<file path="src/design/mpc_pkg.sv">
// Types, constants and helpers of the playback position clock
package mpc_pkg;

  localparam int ACT_W   = 3;
  localparam int TIME_W  = 48;
  localparam int MS_W    = 40;
  localparam int DELAY_W = 20;
  localparam int SCALE_W = 16;
  localparam int EPOCH_W = 16;
  localparam int FRAC_W  = 16;
  localparam int POS_W   = MS_W + FRAC_W;
  localparam int PROD_W  = TIME_W + SCALE_W;
  localparam int DPROD_W = DELAY_W + SCALE_W;
  localparam int DMS_W   = DPROD_W - 12;
  localparam int MODE_W  = 2;

  localparam int DIV_CYCLES = PROD_W / 8;
  localparam int DIV_CNT_W  = $clog2(DIV_CYCLES);

  localparam logic [ACT_W-1:0] ACT_APPLY   = 3'd0;
  localparam logic [ACT_W-1:0] ACT_PLAY    = 3'd1;
  localparam logic [ACT_W-1:0] ACT_PAUSE   = 3'd2;
  localparam logic [ACT_W-1:0] ACT_STOP    = 3'd3;
  localparam logic [ACT_W-1:0] ACT_PUBLISH = 3'd4;
  localparam logic [ACT_W-1:0] ACT_SYNC    = 3'd5;

  localparam logic [MODE_W-1:0] MODE_STOPPED = 2'd0;
  localparam logic [MODE_W-1:0] MODE_PLAYING = 2'd1;
  localparam logic [MODE_W-1:0] MODE_PAUSED  = 2'd2;

  localparam logic [SCALE_W-1:0] RATE_ONE   = 16'd4096;
  localparam logic [SCALE_W-1:0] DSCALE_MIN = 16'd41;
  localparam logic [SCALE_W-1:0] RATE_MIN   = 16'd205;
  localparam logic [SCALE_W-1:0] SCALE_MAX  = 16'd32768;

  localparam logic [7:0]       US_DIVISOR = 8'd125;
  localparam logic [POS_W-1:0] POS_MAX    = {POS_W{1'b1}};
  localparam logic [MS_W-1:0]  REP_MAX    = {MS_W{1'b1}};

  typedef struct packed {
    logic load;
    logic mul;
    logic div;
    logic pred;
    logic upd;
    logic rep;
  } mpc_cmd_t;

  typedef struct packed {
    logic in_valid;
    logic out_free;
  } mpc_stat_t;

  function automatic logic [SCALE_W-1:0] clamp_scale(logic [SCALE_W-1:0] v,
                                                     logic [SCALE_W-1:0] lo);
    logic [SCALE_W-1:0] r;
    r = v;
    if (v < lo) r = lo;
    else if (v > SCALE_MAX) r = SCALE_MAX;
    return r;
  endfunction

endpackage

</file>
<file path="src/design/mpc_if.sv">
// Valid/ready channels of the position clock
interface mpc_in_if;
  logic                         valid;
  logic                         ready;
  logic [mpc_pkg::ACT_W-1:0]    action;
  logic [mpc_pkg::TIME_W-1:0]   now_time;
  logic [mpc_pkg::MS_W-1:0]     source_position;
  logic [mpc_pkg::DELAY_W-1:0]  output_delay;
  logic [mpc_pkg::SCALE_W-1:0]  delay_scale;
  logic [mpc_pkg::EPOCH_W-1:0]  epoch_in;
  logic                         discontinuity;
  logic                         emit_now;
  logic [mpc_pkg::MS_W-1:0]     fallback_position;

  modport source (output valid, action, now_time, source_position, output_delay,
                  delay_scale, epoch_in, discontinuity, emit_now, fallback_position,
                  input ready);
  modport sink (input valid, action, now_time, source_position, output_delay,
                delay_scale, epoch_in, discontinuity, emit_now, fallback_position,
                output ready);
endinterface

interface mpc_out_if;
  logic                         valid;
  logic                         ready;
  logic [mpc_pkg::MS_W-1:0]     reported_position;
  logic                         position_changed;
  logic [mpc_pkg::EPOCH_W-1:0]  current_epoch;
  logic                         sync_request;

  modport source (output valid, reported_position, position_changed, current_epoch,
                  sync_request, input ready);
  modport sink (input valid, reported_position, position_changed, current_epoch,
                sync_request, output ready);
endinterface

</file>
<file path="src/design/mpc_ctrl.sv">
// Sequencer of the position clock: load, multiply, divide, predict, update, report
module mpc_ctrl (
  input  logic                clk_i,
  input  logic                rst_ni,
  input  mpc_pkg::mpc_stat_t  stat_i,
  output mpc_pkg::mpc_cmd_t   cmd_o,
  output logic                in_ready_o
);

  localparam logic [2:0] S_IDLE = 3'd0;
  localparam logic [2:0] S_MUL  = 3'd1;
  localparam logic [2:0] S_DIV  = 3'd2;
  localparam logic [2:0] S_PRED = 3'd3;
  localparam logic [2:0] S_UPD  = 3'd4;
  localparam logic [2:0] S_REP  = 3'd5;

  logic [2:0]                     state_q, state_d;
  logic [mpc_pkg::DIV_CNT_W-1:0]  cnt_q, cnt_d;

  always_comb begin
    state_d    = state_q;
    cnt_d      = cnt_q;
    cmd_o      = '0;
    in_ready_o = 1'b0;
    case (state_q)
      S_IDLE: begin
        in_ready_o = 1'b1;
        if (stat_i.in_valid) begin
          cmd_o.load = 1'b1;
          state_d    = S_MUL;
        end
      end
      S_MUL: begin
        cmd_o.mul = 1'b1;
        cnt_d     = '0;
        state_d   = S_DIV;
      end
      S_DIV: begin
        cmd_o.div = 1'b1;
        cnt_d     = cnt_q + 1'b1;
        if (cnt_q == mpc_pkg::DIV_CNT_W'(mpc_pkg::DIV_CYCLES - 1)) state_d = S_PRED;
      end
      S_PRED: begin
        cmd_o.pred = 1'b1;
        state_d    = S_UPD;
      end
      S_UPD: begin
        cmd_o.upd = 1'b1;
        state_d   = S_REP;
      end
      S_REP: begin
        // wait for the output register to free up
        if (stat_i.out_free) begin
          cmd_o.rep = 1'b1;
          state_d   = S_IDLE;
        end
      end
      default: state_d = S_IDLE;
    endcase
  end

  always_ff @(posedge clk_i or negedge rst_ni) begin
    if (!rst_ni) begin
      state_q <= S_IDLE;
      cnt_q   <= '0;
    end else begin
      state_q <= state_d;
      cnt_q   <= cnt_d;
    end
  end

endmodule

</file>
<file path="src/design/mpc_dp.sv">
// Datapath of the position clock: clock state, multiplies, divide by 125, report
module mpc_dp (
  input  logic                          clk_i,
  input  logic                          rst_ni,
  input  mpc_pkg::mpc_cmd_t             cmd_i,
  output mpc_pkg::mpc_stat_t            stat_o,
  input  logic                          in_valid_i,
  input  logic [mpc_pkg::ACT_W-1:0]     action_i,
  input  logic [mpc_pkg::TIME_W-1:0]    now_time_i,
  input  logic [mpc_pkg::MS_W-1:0]      source_position_i,
  input  logic [mpc_pkg::DELAY_W-1:0]   output_delay_i,
  input  logic [mpc_pkg::SCALE_W-1:0]   delay_scale_i,
  input  logic [mpc_pkg::EPOCH_W-1:0]   epoch_in_i,
  input  logic                          discontinuity_i,
  input  logic                          emit_now_i,
  input  logic [mpc_pkg::MS_W-1:0]      fallback_position_i,
  input  logic                          out_ready_i,
  output logic                          out_valid_o,
  output logic [mpc_pkg::MS_W-1:0]      reported_position_o,
  output logic                          position_changed_o,
  output logic [mpc_pkg::EPOCH_W-1:0]   current_epoch_o,
  output logic                          sync_request_o
);

  // clock state
  logic [mpc_pkg::MODE_W-1:0]   mode_q, mode_d;
  logic [mpc_pkg::EPOCH_W-1:0]  epoch_q, epoch_d;
  logic                         av_q, av_d;
  logic [mpc_pkg::POS_W-1:0]    apos_q, apos_d;
  logic [mpc_pkg::TIME_W-1:0]   ats_q, ats_d;
  logic [mpc_pkg::POS_W-1:0]    lout_q, lout_d;
  logic [mpc_pkg::SCALE_W-1:0]  rate_q, rate_d;
  logic [mpc_pkg::MS_W-1:0]     lrep_q, lrep_d;

  // latched word
  logic [mpc_pkg::ACT_W-1:0]    act_q;
  logic [mpc_pkg::TIME_W-1:0]   now_q;
  logic [mpc_pkg::TIME_W-1:0]   elapsed_q;
  logic [mpc_pkg::MS_W-1:0]     src_q;
  logic [mpc_pkg::DELAY_W-1:0]  delay_q;
  logic [mpc_pkg::SCALE_W-1:0]  ds_q;
  logic [mpc_pkg::SCALE_W-1:0]  reff_q;
  logic [mpc_pkg::EPOCH_W-1:0]  ep_in_q;
  logic                         disc_q;
  logic                         emit_q;
  logic [mpc_pkg::MS_W-1:0]     fb_q;

  // working registers
  logic [mpc_pkg::DPROD_W-1:0]  dprod_q;
  logic [mpc_pkg::PROD_W-1:0]   div_q;
  logic [mpc_pkg::PROD_W-1:0]   quo_q;
  logic [6:0]                   rem_q;
  logic [mpc_pkg::POS_W-1:0]    pred_q;
  logic [mpc_pkg::POS_W-1:0]    pres_q;
  logic [mpc_pkg::POS_W-1:0]    rsrc_q;
  logic                         rep_en_q;
  logic                         sync_q;

  // output register
  logic                         out_valid_q;
  logic [mpc_pkg::MS_W-1:0]     out_pos_q;
  logic                         out_chg_q;
  logic [mpc_pkg::EPOCH_W-1:0]  out_ep_q;
  logic                         out_sync_q;

  // combinational helpers
  logic [mpc_pkg::TIME_W-1:0]   elapsed_d;
  logic [mpc_pkg::PROD_W-1:0]   product;
  logic [mpc_pkg::DPROD_W-1:0]  dproduct;
  logic [7:0]                   qbyte;
  logic [6:0]                   rem_d;
  logic [mpc_pkg::POS_W:0]      ext_sum;
  logic [mpc_pkg::POS_W-1:0]    extrap;
  logic [mpc_pkg::POS_W-1:0]    pred_d;
  logic [mpc_pkg::DPROD_W-1:0]  dround;
  logic [mpc_pkg::MS_W-1:0]     dms;
  logic [mpc_pkg::POS_W-1:0]    pres_d;
  logic [mpc_pkg::POS_W-1:0]    pos_max2;
  logic [mpc_pkg::POS_W-1:0]    pos_max3;
  logic                         hard;
  logic [mpc_pkg::POS_W-1:0]    rsrc_d;
  logic                         rep_en_d;
  logic                         sync_d;
  logic [mpc_pkg::POS_W:0]      rsum;
  logic [mpc_pkg::MS_W-1:0]     ms;

  assign stat_o.in_valid = in_valid_i;
  assign stat_o.out_free = !out_valid_q || out_ready_i;

  assign elapsed_d = (now_time_i > ats_q) ? now_time_i - ats_q : '0;
  assign product   = mpc_pkg::PROD_W'(elapsed_q) * mpc_pkg::PROD_W'(reff_q);
  assign dproduct  = mpc_pkg::DPROD_W'(delay_q) * mpc_pkg::DPROD_W'(ds_q);

  // eight restoring steps of the divide by 125, top byte first
  always_comb begin
    logic [7:0] r;
    logic [6:0] rr;
    rr    = rem_q;
    qbyte = '0;
    for (int i = 0; i < 8; i++) begin
      r = {rr, div_q[mpc_pkg::PROD_W-1-i]};
      if (r >= mpc_pkg::US_DIVISOR) begin
        qbyte[7-i] = 1'b1;
        r          = r - mpc_pkg::US_DIVISOR;
      end
      rr = r[6:0];
    end
    rem_d = rr;
  end

  // prediction and presented position
  always_comb begin
    ext_sum = {1'b0, apos_q} + {1'b0, quo_q[mpc_pkg::POS_W-1:0]};
    if ((|quo_q[mpc_pkg::PROD_W-1:mpc_pkg::POS_W]) || ext_sum[mpc_pkg::POS_W])
      extrap = mpc_pkg::POS_MAX;
    else
      extrap = ext_sum[mpc_pkg::POS_W-1:0];
    if (!av_q) pred_d = '0;
    else if (mode_q == mpc_pkg::MODE_PLAYING) pred_d = extrap;
    else pred_d = apos_q;

    dround = dprod_q + mpc_pkg::DPROD_W'(2048);
    dms    = mpc_pkg::MS_W'(dround[mpc_pkg::DPROD_W-1:12]);
    if (src_q > dms) pres_d = {src_q - dms, {mpc_pkg::FRAC_W{1'b0}}};
    else pres_d = '0;
  end

  // state update
  always_comb begin
    mode_d   = mode_q;
    epoch_d  = epoch_q;
    av_d     = av_q;
    apos_d   = apos_q;
    ats_d    = ats_q;
    lout_d   = lout_q;
    rate_d   = rate_q;
    lrep_d   = lrep_q;
    rsrc_d   = pred_q;
    rep_en_d = 1'b0;
    sync_d   = 1'b0;
    hard     = disc_q || !av_q || (mode_q != mpc_pkg::MODE_PLAYING) || (ep_in_q != epoch_q);
    pos_max2 = (lout_q > pres_q) ? lout_q : pres_q;
    pos_max3 = (pred_q > pos_max2) ? pred_q : pos_max2;
    case (act_q)
      mpc_pkg::ACT_APPLY: begin
        rate_d = reff_q;
        av_d   = 1'b1;
        ats_d  = now_q;
        if (hard) begin
          epoch_d = ep_in_q;
          lout_d  = pres_q;
          apos_d  = pres_q;
          rsrc_d  = pres_q;
        end else begin
          lout_d = pos_max3;
          apos_d = pos_max3;
          rsrc_d = pos_max3;
        end
        rep_en_d = emit_q;
      end
      mpc_pkg::ACT_PLAY: begin
        apos_d = av_q ? pred_q : {fb_q, {mpc_pkg::FRAC_W{1'b0}}};
        lout_d = av_q ? pred_q : {fb_q, {mpc_pkg::FRAC_W{1'b0}}};
        av_d   = 1'b1;
        ats_d  = now_q;
        mode_d = mpc_pkg::MODE_PLAYING;
      end
      mpc_pkg::ACT_PAUSE: begin
        apos_d   = pred_q;
        lout_d   = pred_q;
        av_d     = 1'b1;
        ats_d    = now_q;
        mode_d   = mpc_pkg::MODE_PAUSED;
        rep_en_d = 1'b1;
      end
      mpc_pkg::ACT_STOP: begin
        mode_d  = mpc_pkg::MODE_STOPPED;
        epoch_d = '0;
        av_d    = 1'b0;
        apos_d  = '0;
        ats_d   = '0;
        lout_d  = '0;
        rate_d  = mpc_pkg::RATE_ONE;
        lrep_d  = '0;
      end
      mpc_pkg::ACT_PUBLISH: rep_en_d = 1'b1;
      mpc_pkg::ACT_SYNC:    sync_d = 1'b1;
      default: ;
    endcase
  end

  // rounded milliseconds
  always_comb begin
    rsum = {1'b0, rsrc_q} + (mpc_pkg::POS_W + 1)'(32768);
    if (rsum[mpc_pkg::POS_W]) ms = mpc_pkg::REP_MAX;
    else ms = rsum[mpc_pkg::POS_W-1:mpc_pkg::FRAC_W];
  end

  always_ff @(posedge clk_i or negedge rst_ni) begin
    if (!rst_ni) begin
      mode_q      <= mpc_pkg::MODE_STOPPED;
      epoch_q     <= '0;
      av_q        <= 1'b0;
      apos_q      <= '0;
      ats_q       <= '0;
      lout_q      <= '0;
      rate_q      <= mpc_pkg::RATE_ONE;
      lrep_q      <= '0;
      out_valid_q <= 1'b0;
    end else begin
      if (cmd_i.upd) begin
        mode_q  <= mode_d;
        epoch_q <= epoch_d;
        av_q    <= av_d;
        apos_q  <= apos_d;
        ats_q   <= ats_d;
        lout_q  <= lout_d;
        rate_q  <= rate_d;
        lrep_q  <= lrep_d;
      end else if (cmd_i.rep && rep_en_q) begin
        lrep_q <= ms;
      end
      if (cmd_i.rep) out_valid_q <= 1'b1;
      else if (out_ready_i) out_valid_q <= 1'b0;
    end
  end

  always_ff @(posedge clk_i) begin
    if (cmd_i.load) begin
      act_q     <= action_i;
      now_q     <= now_time_i;
      elapsed_q <= elapsed_d;
      src_q     <= source_position_i;
      delay_q   <= output_delay_i;
      ds_q      <= mpc_pkg::clamp_scale(delay_scale_i, mpc_pkg::DSCALE_MIN);
      // an apply predicts with its own rate
      reff_q    <= (action_i == mpc_pkg::ACT_APPLY) ?
                   mpc_pkg::clamp_scale(delay_scale_i, mpc_pkg::RATE_MIN) : rate_q;
      ep_in_q   <= epoch_in_i;
      disc_q    <= discontinuity_i;
      emit_q    <= emit_now_i;
      fb_q      <= fallback_position_i;
    end
    if (cmd_i.mul) begin
      dprod_q <= dproduct;
      div_q   <= {product[mpc_pkg::PROD_W-2:0], 1'b0};
      quo_q   <= '0;
      rem_q   <= '0;
    end
    if (cmd_i.div) begin
      div_q <= {div_q[mpc_pkg::PROD_W-9:0], 8'd0};
      quo_q <= {quo_q[mpc_pkg::PROD_W-9:0], qbyte};
      rem_q <= rem_d;
    end
    if (cmd_i.pred) begin
      pred_q <= pred_d;
      pres_q <= pres_d;
    end
    if (cmd_i.upd) begin
      rsrc_q   <= rsrc_d;
      rep_en_q <= rep_en_d;
      sync_q   <= sync_d;
    end
    if (cmd_i.rep) begin
      out_pos_q  <= rep_en_q ? ms : lrep_q;
      out_chg_q  <= rep_en_q && (ms != lrep_q);
      out_ep_q   <= epoch_q;
      out_sync_q <= sync_q;
    end
  end

  assign out_valid_o         = out_valid_q;
  assign reported_position_o = out_pos_q;
  assign position_changed_o  = out_chg_q;
  assign current_epoch_o     = out_ep_q;
  assign sync_request_o      = out_sync_q;

endmodule

</file>
<file path="src/design/media_position_clock.sv">
// Top level of the playback position clock
//
//   channel   dir  modport  payload
//   in_ch_i   in   sink     action, now_time, positions, delay, scale, epoch, flags
//   out_ch_o  out  source   reported_position, position_changed, current_epoch, sync
//
// One word at a time: from acceptance to result a word passes through load, multiply,
// the divide by 125, predict, update and report.
// The divide by 125 works on the elapsed-time product a byte at a time.
// A new word is taken as soon as the previous result sits in the output register.
// A stalled output holds the sequencer in its report step.
// Reset is asynchronous, active low, and returns the clock to stopped, rate 1.0.
module media_position_clock (
  input  logic       clk_i,
  input  logic       rst_ni,
  mpc_in_if.sink     in_ch_i,
  mpc_out_if.source  out_ch_o
);

  mpc_pkg::mpc_cmd_t   cmd;
  mpc_pkg::mpc_stat_t  stat;
  logic                in_ready;

  mpc_ctrl u_ctrl (
    .clk_i      (clk_i),
    .rst_ni     (rst_ni),
    .stat_i     (stat),
    .cmd_o      (cmd),
    .in_ready_o (in_ready)
  );

  mpc_dp u_dp (
    .clk_i               (clk_i),
    .rst_ni              (rst_ni),
    .cmd_i               (cmd),
    .stat_o              (stat),
    .in_valid_i          (in_ch_i.valid),
    .action_i            (in_ch_i.action),
    .now_time_i          (in_ch_i.now_time),
    .source_position_i   (in_ch_i.source_position),
    .output_delay_i      (in_ch_i.output_delay),
    .delay_scale_i       (in_ch_i.delay_scale),
    .epoch_in_i          (in_ch_i.epoch_in),
    .discontinuity_i     (in_ch_i.discontinuity),
    .emit_now_i          (in_ch_i.emit_now),
    .fallback_position_i (in_ch_i.fallback_position),
    .out_ready_i         (out_ch_o.ready),
    .out_valid_o         (out_ch_o.valid),
    .reported_position_o (out_ch_o.reported_position),
    .position_changed_o  (out_ch_o.position_changed),
    .current_epoch_o     (out_ch_o.current_epoch),
    .sync_request_o      (out_ch_o.sync_request)
  );

  assign in_ch_i.ready = in_ready;

endmodule

</file>
<file path="src/flat_wrapper.sv">
// flat-port wrapper written by rule: the top's interface ports become plain ports
module media_position_clock_flat 
  (clk_i, rst_ni, in_ch_i_valid, in_ch_i_action, in_ch_i_now_time, in_ch_i_source_position, in_ch_i_output_delay, in_ch_i_delay_scale, in_ch_i_epoch_in, in_ch_i_discontinuity, in_ch_i_emit_now, in_ch_i_fallback_position, in_ch_i_ready, out_ch_o_valid, out_ch_o_reported_position, out_ch_o_position_changed, out_ch_o_current_epoch, out_ch_o_sync_request, out_ch_o_ready);
  mpc_in_if in_ch_i_i ();
  mpc_out_if out_ch_o_i ();
  input  logic clk_i;
  input  logic rst_ni;
  input wire logic [$bits(in_ch_i_i.valid)-1:0] in_ch_i_valid;
  input wire logic [$bits(in_ch_i_i.action)-1:0] in_ch_i_action;
  input wire logic [$bits(in_ch_i_i.now_time)-1:0] in_ch_i_now_time;
  input wire logic [$bits(in_ch_i_i.source_position)-1:0] in_ch_i_source_position;
  input wire logic [$bits(in_ch_i_i.output_delay)-1:0] in_ch_i_output_delay;
  input wire logic [$bits(in_ch_i_i.delay_scale)-1:0] in_ch_i_delay_scale;
  input wire logic [$bits(in_ch_i_i.epoch_in)-1:0] in_ch_i_epoch_in;
  input wire logic [$bits(in_ch_i_i.discontinuity)-1:0] in_ch_i_discontinuity;
  input wire logic [$bits(in_ch_i_i.emit_now)-1:0] in_ch_i_emit_now;
  input wire logic [$bits(in_ch_i_i.fallback_position)-1:0] in_ch_i_fallback_position;
  output wire logic [$bits(in_ch_i_i.ready)-1:0] in_ch_i_ready;
  output wire logic [$bits(out_ch_o_i.valid)-1:0] out_ch_o_valid;
  output wire logic [$bits(out_ch_o_i.reported_position)-1:0] out_ch_o_reported_position;
  output wire logic [$bits(out_ch_o_i.position_changed)-1:0] out_ch_o_position_changed;
  output wire logic [$bits(out_ch_o_i.current_epoch)-1:0] out_ch_o_current_epoch;
  output wire logic [$bits(out_ch_o_i.sync_request)-1:0] out_ch_o_sync_request;
  input wire logic [$bits(out_ch_o_i.ready)-1:0] out_ch_o_ready;
  assign in_ch_i_i.valid = in_ch_i_valid;
  assign in_ch_i_i.action = in_ch_i_action;
  assign in_ch_i_i.now_time = in_ch_i_now_time;
  assign in_ch_i_i.source_position = in_ch_i_source_position;
  assign in_ch_i_i.output_delay = in_ch_i_output_delay;
  assign in_ch_i_i.delay_scale = in_ch_i_delay_scale;
  assign in_ch_i_i.epoch_in = in_ch_i_epoch_in;
  assign in_ch_i_i.discontinuity = in_ch_i_discontinuity;
  assign in_ch_i_i.emit_now = in_ch_i_emit_now;
  assign in_ch_i_i.fallback_position = in_ch_i_fallback_position;
  assign in_ch_i_ready = in_ch_i_i.ready;
  assign out_ch_o_valid = out_ch_o_i.valid;
  assign out_ch_o_reported_position = out_ch_o_i.reported_position;
  assign out_ch_o_position_changed = out_ch_o_i.position_changed;
  assign out_ch_o_current_epoch = out_ch_o_i.current_epoch;
  assign out_ch_o_sync_request = out_ch_o_i.sync_request;
  assign out_ch_o_i.ready = out_ch_o_ready;
  media_position_clock u_core (.clk_i(clk_i), .rst_ni(rst_ni), .in_ch_i(in_ch_i_i), .out_ch_o(out_ch_o_i));
endmodule
</file>
<file path="config.mk">
export PLATFORM = sky130hd
export DESIGN_NAME = media_position_clock_flat
export DESIGN_NICKNAME = d
export VERILOG_FILES = /design/src/design/mpc_pkg.sv /design/src/design/mpc_if.sv /design/src/design/mpc_ctrl.sv /design/src/design/mpc_dp.sv /design/src/design/media_position_clock.sv /design/src/flat_wrapper.sv
export SDC_FILE = /design/constraint.sdc
export NUM_CORES = 2
export LEC_CHECK = 0
export BUFFER_PORTS_ARGS = -buffer_cell sky130_fd_sc_hd__buf_2
export CAP_MARGIN = 20
export CORE_MARGIN = 2
export CORE_UTILIZATION = 55
export CTS_BUF_LIST = sky130_fd_sc_hd__clkbuf_8 sky130_fd_sc_hd__clkbuf_16
export DETAILED_ROUTE_END_ITERATION = 10
export PLACE_DENSITY = 0.72
export SLEW_MARGIN = 30
export SYNTH_ARGS = -nofsm -noshare
export SYNTH_HDL_FRONTEND = slang
export SYNTH_HIERARCHICAL = 1
export SYNTH_SLANG_ARGS = --single-unit
</file>
<file path="constraint.sdc">
create_clock -name clk_i -period 23.1 [get_ports clk_i]
set_input_delay 0 -clock clk_i [delete_from_list [all_inputs] [get_ports clk_i]]
set_output_delay 0 -clock clk_i [all_outputs]
set_load 0.01 [all_outputs]
</file>
# [After elaboration in Yosys (flattened, before gate mapping)]
# Cells that the tools add are included.
# Widths: inputs -> output; s select.
[word_totals] regBits=833 latch_bits=0 ram_bits=0 rom_bits=0 in_bits=189 out_inout_bits=60 elab_cells=180 n_memories=0
[classes] add_sub_neg=14 n_mul=2 n_div=0 magnitude_cmp=15 n_eq_ne=20 shift=0 muxes=62 n_bitwise=0 reduce_logical=30
[op_table] cell="$mux 56" n=7
[op_table] cell="$mux 64" n=4
[op_table] cell="$pmux 56 s4" n=1
[op_table] cell="$mux 40" n=5
[op_table] cell="$gt 56x56->1" n=2
[op_table] cell="$pmux 48 s2" n=1
[op_table] cell="$mux 7" n=10
[op_table] cell="$ge 8x7->1 const B" n=8
[op_table] cell="$mux 16" n=4
[op_table] cell="$pmux 16 s2" n=2
[op_table] cell="$mul 48x16->63" n=1
[op_table] cell="$add 56x16->57 const B" n=1
[op_table] cell="$add 56x56->57" n=1
[op_table] cell="$sub 7x7->7 const B" n=8
[op_table] cell="$gt 48x48->1" n=1
[op_table] cell="$sub 48x48->48" n=1
[op_table] cell="$gt 40x24->1" n=1
[op_table] cell="$ne 40x40->1" n=1
[op_table] cell="$sub 40x24->40" n=1
[op_table] cell="$add 36x12->36 const B" n=1
[op_table] cell="$mul 20x16->36" n=1
[op_table] cell="$mux 1" n=20
[op_table] cell="$pmux 3 s6" n=1
[op_table] cell="$gt 16x16->1 const B" n=1
[op_table] cell="other kinds (26)" n=59

# [Longest topological paths before layout]
[depth] depth_word=17 mapped_depth=48 depth_no_buf=43

# [Modules after synthesis]
# The synthesis kept the hierarchy.
[by_module_without_submodules] module="mpc_dp" n_inst=1 cells_each=7756 area_each_um2=75961.6 seq_area_each_um2=22602.9
[by_module_without_submodules] module="mpc_ctrl" n_inst=1 cells_each=39 area_each_um2=412.9 seq_area_each_um2=150.1

# [Worst setup path before layout]
# OpenSTA, ideal clock, no wires.
[synth_timing] path_type="reg-to-reg" start="register u_core.u_dp.rem_q[0]" end="register u_core.u_dp.rem_q[5], data pin" setup_ns=0.273 arrival_ns=9.827 required_ns=22.827 path_slack_ns=13.000 stages_incl_launch_ff=46 path_buffers=5 period_less_slack_ns=10.100 cell_sequence="edfxtp_1 -> inv_1 -> ha_1 -> buf_4 -> nand2b_2 -> a31oi_2 -> mux2i_1 -> a41o_1 -> xnor2_1 -> inv_1 -> ha_1 -> a21oi_1 -> nand4_1 -> a31o_1 -> buf_6 -> xnor2_1 -> ha_1 -> clkbuf_1 -> [... 10 more ...] -> or2_2 -> ha_1 -> buf_2 -> nand2b_1 -> nand4bb_4 -> o31ai_2 -> xnor2_1 -> inv_1 -> ha_1 -> a32oi_4 -> a31oi_1 -> xnor2_1 -> inv_1 -> ha_1 -> a221oi_2 -> or4b_4 -> o311ai_1 -> o311ai_1"
[synth_via] elab_chain_len=17 elab_cells_between_ends=25 classes_between="8 x add/sub; 8 x order compare; 9 x mux"
[synth_lines] item="start, declared" line_no="mpc_dp.sv:52" rtl="logic [6:0] rem_q;"
[synth_lines] item="start signal, assigned" line_no="mpc_dp.sv:253" rtl="rem_q <= rem_d;"
[synth_lines] item="$sub 7x7->7 / $ge 8x7->1 (equally long branches)" line_no="mpc_dp.sv:104, mpc_dp.sv:102"
[synth_lines] item="$mux 7 (*)" line_no="mpc_dp.sv:102" rtl="if (r >= mpc_pkg::US_DIVISOR) begin"
[synth_lines] item="$sub 7x7->7 / $ge 8x7->1 (equally long branches)" line_no="mpc_dp.sv:104, mpc_dp.sv:102"
[synth_lines] item="$mux 7 (*)" line_no="mpc_dp.sv:102"
[synth_lines] item="$sub 7x7->7 / $ge 8x7->1 (equally long branches)" line_no="mpc_dp.sv:104, mpc_dp.sv:102"
[synth_lines] item="$mux 7 (*)" line_no="mpc_dp.sv:102"
[synth_lines] item="$sub 7x7->7 / $ge 8x7->1 (equally long branches)" line_no="mpc_dp.sv:104, mpc_dp.sv:102"
[synth_lines] item="$mux 7 (*)" line_no="mpc_dp.sv:102"
[synth_lines] item="$sub 7x7->7 / $ge 8x7->1 (equally long branches)" line_no="mpc_dp.sv:104, mpc_dp.sv:102"
[synth_lines] item="$mux 7 (*)" line_no="mpc_dp.sv:102"
[synth_lines] item="$sub 7x7->7 / $ge 8x7->1 (equally long branches)" line_no="mpc_dp.sv:104, mpc_dp.sv:102"
[synth_lines] item="$mux 7 (*)" line_no="mpc_dp.sv:102"
[synth_lines] item="$ge 8x7->1 / $sub 7x7->7 (equally long branches)" line_no="mpc_dp.sv:102, mpc_dp.sv:104"
[synth_lines] item="$mux 7 (*)" line_no="mpc_dp.sv:102"
[synth_lines] item="$sub 7x7->7 / $ge 8x7->1 (equally long branches)" line_no="mpc_dp.sv:104, mpc_dp.sv:102"
[synth_lines] item="$mux 7 (*)" line_no="mpc_dp.sv:102"
[synth_lines] item="$mux 7 (*)" line_no="mpc_dp.sv:250" rtl="if (cmd_i.div) begin"
# Every way passes the cells marked *; elsewhere a longest branch is shown, timed or not.
# A chain may end at the register's enable or synchronous reset.

# [Final worst setup path]
[layout_timing] start="register u_core.u_dp.rem_q[0]" end="register u_core.u_dp.rem_q[2], data pin"
# Same word-level chain as after synthesis.

==> metrics.yaml <==
slowest_stage: "o31ai_2"
synth-compound-area-share: 0.110
synth-edff-count: 598
synth_area_um2: 76400
yosysWarnings: 6
initial_core_util: 0.555
rows: 136
synthesis.nets: 9356
clkTransAtPathRegs_ns: 0.06
drt_iter0_drc: 5084
grt_pass1_vias: 62100
synth_fa_ha_area_frac: 0.313
gr-total-overflow: 0
clock_path_buffers: 3
cts_buffers: 93
drc: 0
final_cell_mix: "1,141 x nand2_1, 1,099 x inv_1, 893 x fa_1"
path_buf_inv: 4
max_freq_mhz: 82.2
gp_routability_congestion: 0.935
critPathMaxFanout: 9
finalHoldViolCount: 0
finalCritPeriodShare: 0.526
async_flop_share: 0.235
synth_area_per_cell_um2: 9.80
cts_resized: 0
route.detailed.wl_per_inst_um: 21.7
cts_root_buf: "clkbuf_16"
synth_top_family_by_area: "adder cells"
synth.distinct_cells: 106
grt_start_max_net_pins: 101
nFillCells: 10900
worst_pin_slew_ns: 1.07
critPathMaxStageDelay_ns: 0.58
routed_wl_um: 219000
cts_sinks: 791
start_kind: "flop"
ys.flop_type: "edfxtp_1"
synth_cells: 7795
layout_commonest_cell: "nand2_1"
clkLatencyLatePin_ns: 0.77
slew_headroom: 0.282
endpoint_kind: "flop"
die_w_um: 377
drive_above_1_share: 0.0715
outcome: "complete, no violations"
arrival_ns: 12.62
dpl.hpwl_um: 154000
synth-simple-area-share: 0.150
placed_area_um2: 79100
path_class: "flop to flop"
drt-vias-per-instance: 5.93
die_area_um2: 142000
crit_required_ns: 23.56
grt_pass1_wl_um: 346000
final_area_um2: 85800
synthToLayoutAreaGrowth_pct: 12.3
ys_seq_area_frac: 0.298
drt_pass1_iterations: 6
synth_xor_area_frac: 0.0354
crit_family: "compound AO/OA/AOI/OAI gates"
ioPinCount: 249
maxSlewViolCount: 0
track_usage: 0.312
antenna_found_initial: 13
port_buffers: 248
fin_skew_ns: 0.0846
tritoncts: "yes"
die_h_um: 377
nets: 9749
post-route-min-period_ns: 12.16
rsz0062_at_grt: "no"
cpMostUsedCell: "ha_1"
synth-seq-cells: 791
antenna_left: 0
finalSetupViolCount: 0
coreArea_um2: 138000
maxCapViolCount: 0
hold_class: "input pin to flop"
clock_tree.htree_level_count: 3
synth_mux_area_frac: 0.0226
setup_tns_ns: 0
vias: 59700
==> worst paths after layout <==
path / start / to / slack [ns] / cells past startpoint
worst max-delay path: u_core/u_dp/rem_q[0] / u_core/u_dp/rem_q[2] / 10.94 / 40
worst min-delay path: in_ch_i_now_time[42] / u_core/u_dp/now_q[42] / 0.02 / 2
worst max register to register: u_core/u_dp/rem_q[0] / u_core/u_dp/rem_q[2] / 10.94 / 40
worst min register to register: u_core/u_dp/sync_q / u_core/u_dp/sync_request_o / 0.39 / 0
max in group asynchronous: rst_ni / u_core/u_dp/ats_q[13] / 21.76 / 4
min in group asynchronous: rst_ni / u_core/u_dp/lrep_q[34] / 0.44 / 4
==> per-stage QoR <==
| step | utilization | std cells | setup slack [ns] | hold WS [ns] |
|---|---|---|---|---|
| 3_3_place_gp | 0.574 | 9540 | 11.18 | 0.0736 |
| 6_report | 0.623 | 10100 | 10.94 | 0.0182 |
| 5_1_grt | 0.623 | 10100 | 9.91 | 0.0206 |
| 3_5_place_dp | 0.575 | 9541 | 11.04 | 0.0857 |
| 2_1_floorplan | - | 7795 | 13.00 | -0.296 |
| 4_1_cts | 0.623 | 10100 | 10.99 | 0.000262 |
==> synthesized netlist by cell type, types with 66 or more instances <==
cell type  number  area share
a21oi_1       307       0.020
nand2_1      1142       0.056
xor2_1        156       0.018
o21ai_0       367       0.024
nor2_1        271       0.013
a21o_1        129       0.013
mux2i_1       131       0.017
a22o_1         80      0.0092
dfrtp_1       185       0.061
fa_1          893        0.23
inv_1        1085       0.053
nor3_1         83      0.0054
edfxtp_1      598        0.24
and2_1        396       0.032
nand3_1       130      0.0085
xnor2_1       153       0.018
ha_1          479       0.078
a211oi_1       82      0.0081
clkbuf_1      332       0.016
nand2b_1       66      0.0054
==> area by class of cell <==
cell class,instances,area [um2],share of cell area
timing repair buffer,664,5290,0.0616
antenna,8,20.0,0.000233
sequential,791,22800,0.265
clock inverter,74,717,0.00836
multi-input combinational,5552,48300,0.563
tap,1794,2240,0.0262
inverter,1086,4080,0.0475
clock buffer,101,2440,0.0284
==> metal layers <==
metal / global-route usage / up-vias / part of all wire / routed length (um)
met2: 0.506 / 2869 / 0.47 / 102000
met5: 0 / - / 0.000050 / 11
met4: 0.119 / 2 / 0.039 / 8620
met3: 0.0659 / 534 / 0.092 / 20200
met1: 0.412 / 29700 / 0.40 / 87300
li1: - / 26600 / - / -
==> kinds of logic after synthesis <==
logic type / count (synthesis)
and+or+nand+nor: 2404
AOI/OAI and AO/OA: 1301
muxes: 166
xor gates and xnor gates: 309
buffers and inverters: 1452
DFF: 791
adders and majority gates: 1372
==> registers in the layout, summed over array words and instances, names as in the netlist, 7 cells and up <==
name / flops
u_core/u_dp/quo_q: 64
u_core/u_dp/fb_q: 40
u_core/u_dp/reported_position_o: 40
u_core/u_dp/rsrc_q: 41
u_core/u_dp/pres_q: 40
u_core/u_dp/lout_q: 56
u_core/u_dp/now_q: 48
u_core/u_dp/delay_q: 20
u_core/u_dp/elapsed_q: 48
u_core/u_dp/ats_q: 48
u_core/u_dp/epoch_q: 16
u_core/u_dp/current_epoch_o: 16
u_core/u_dp/div_q: 63
u_core/u_dp/lrep_q: 40
u_core/u_dp/rate_q: 16
u_core/u_dp/pred_q: 56
u_core/u_dp/ds_q: 16
u_core/u_dp/rem_q: 7
u_core/u_dp/dprod_q: 25
u_core/u_dp/reff_q: 16
u_core/u_dp/src_q: 40
u_core/u_dp/ep_in_q: 16
==> what timing repair did <==
item | CTS | global route
endpoints found under the hold margin | 330 | 1
buffers inserted | 0 | 0
hold buffers | 345 | 1
Power is left out: the tool's default activity adds up to more than one toggle a clock period on the data nets, which glitch-free logic cannot reach.
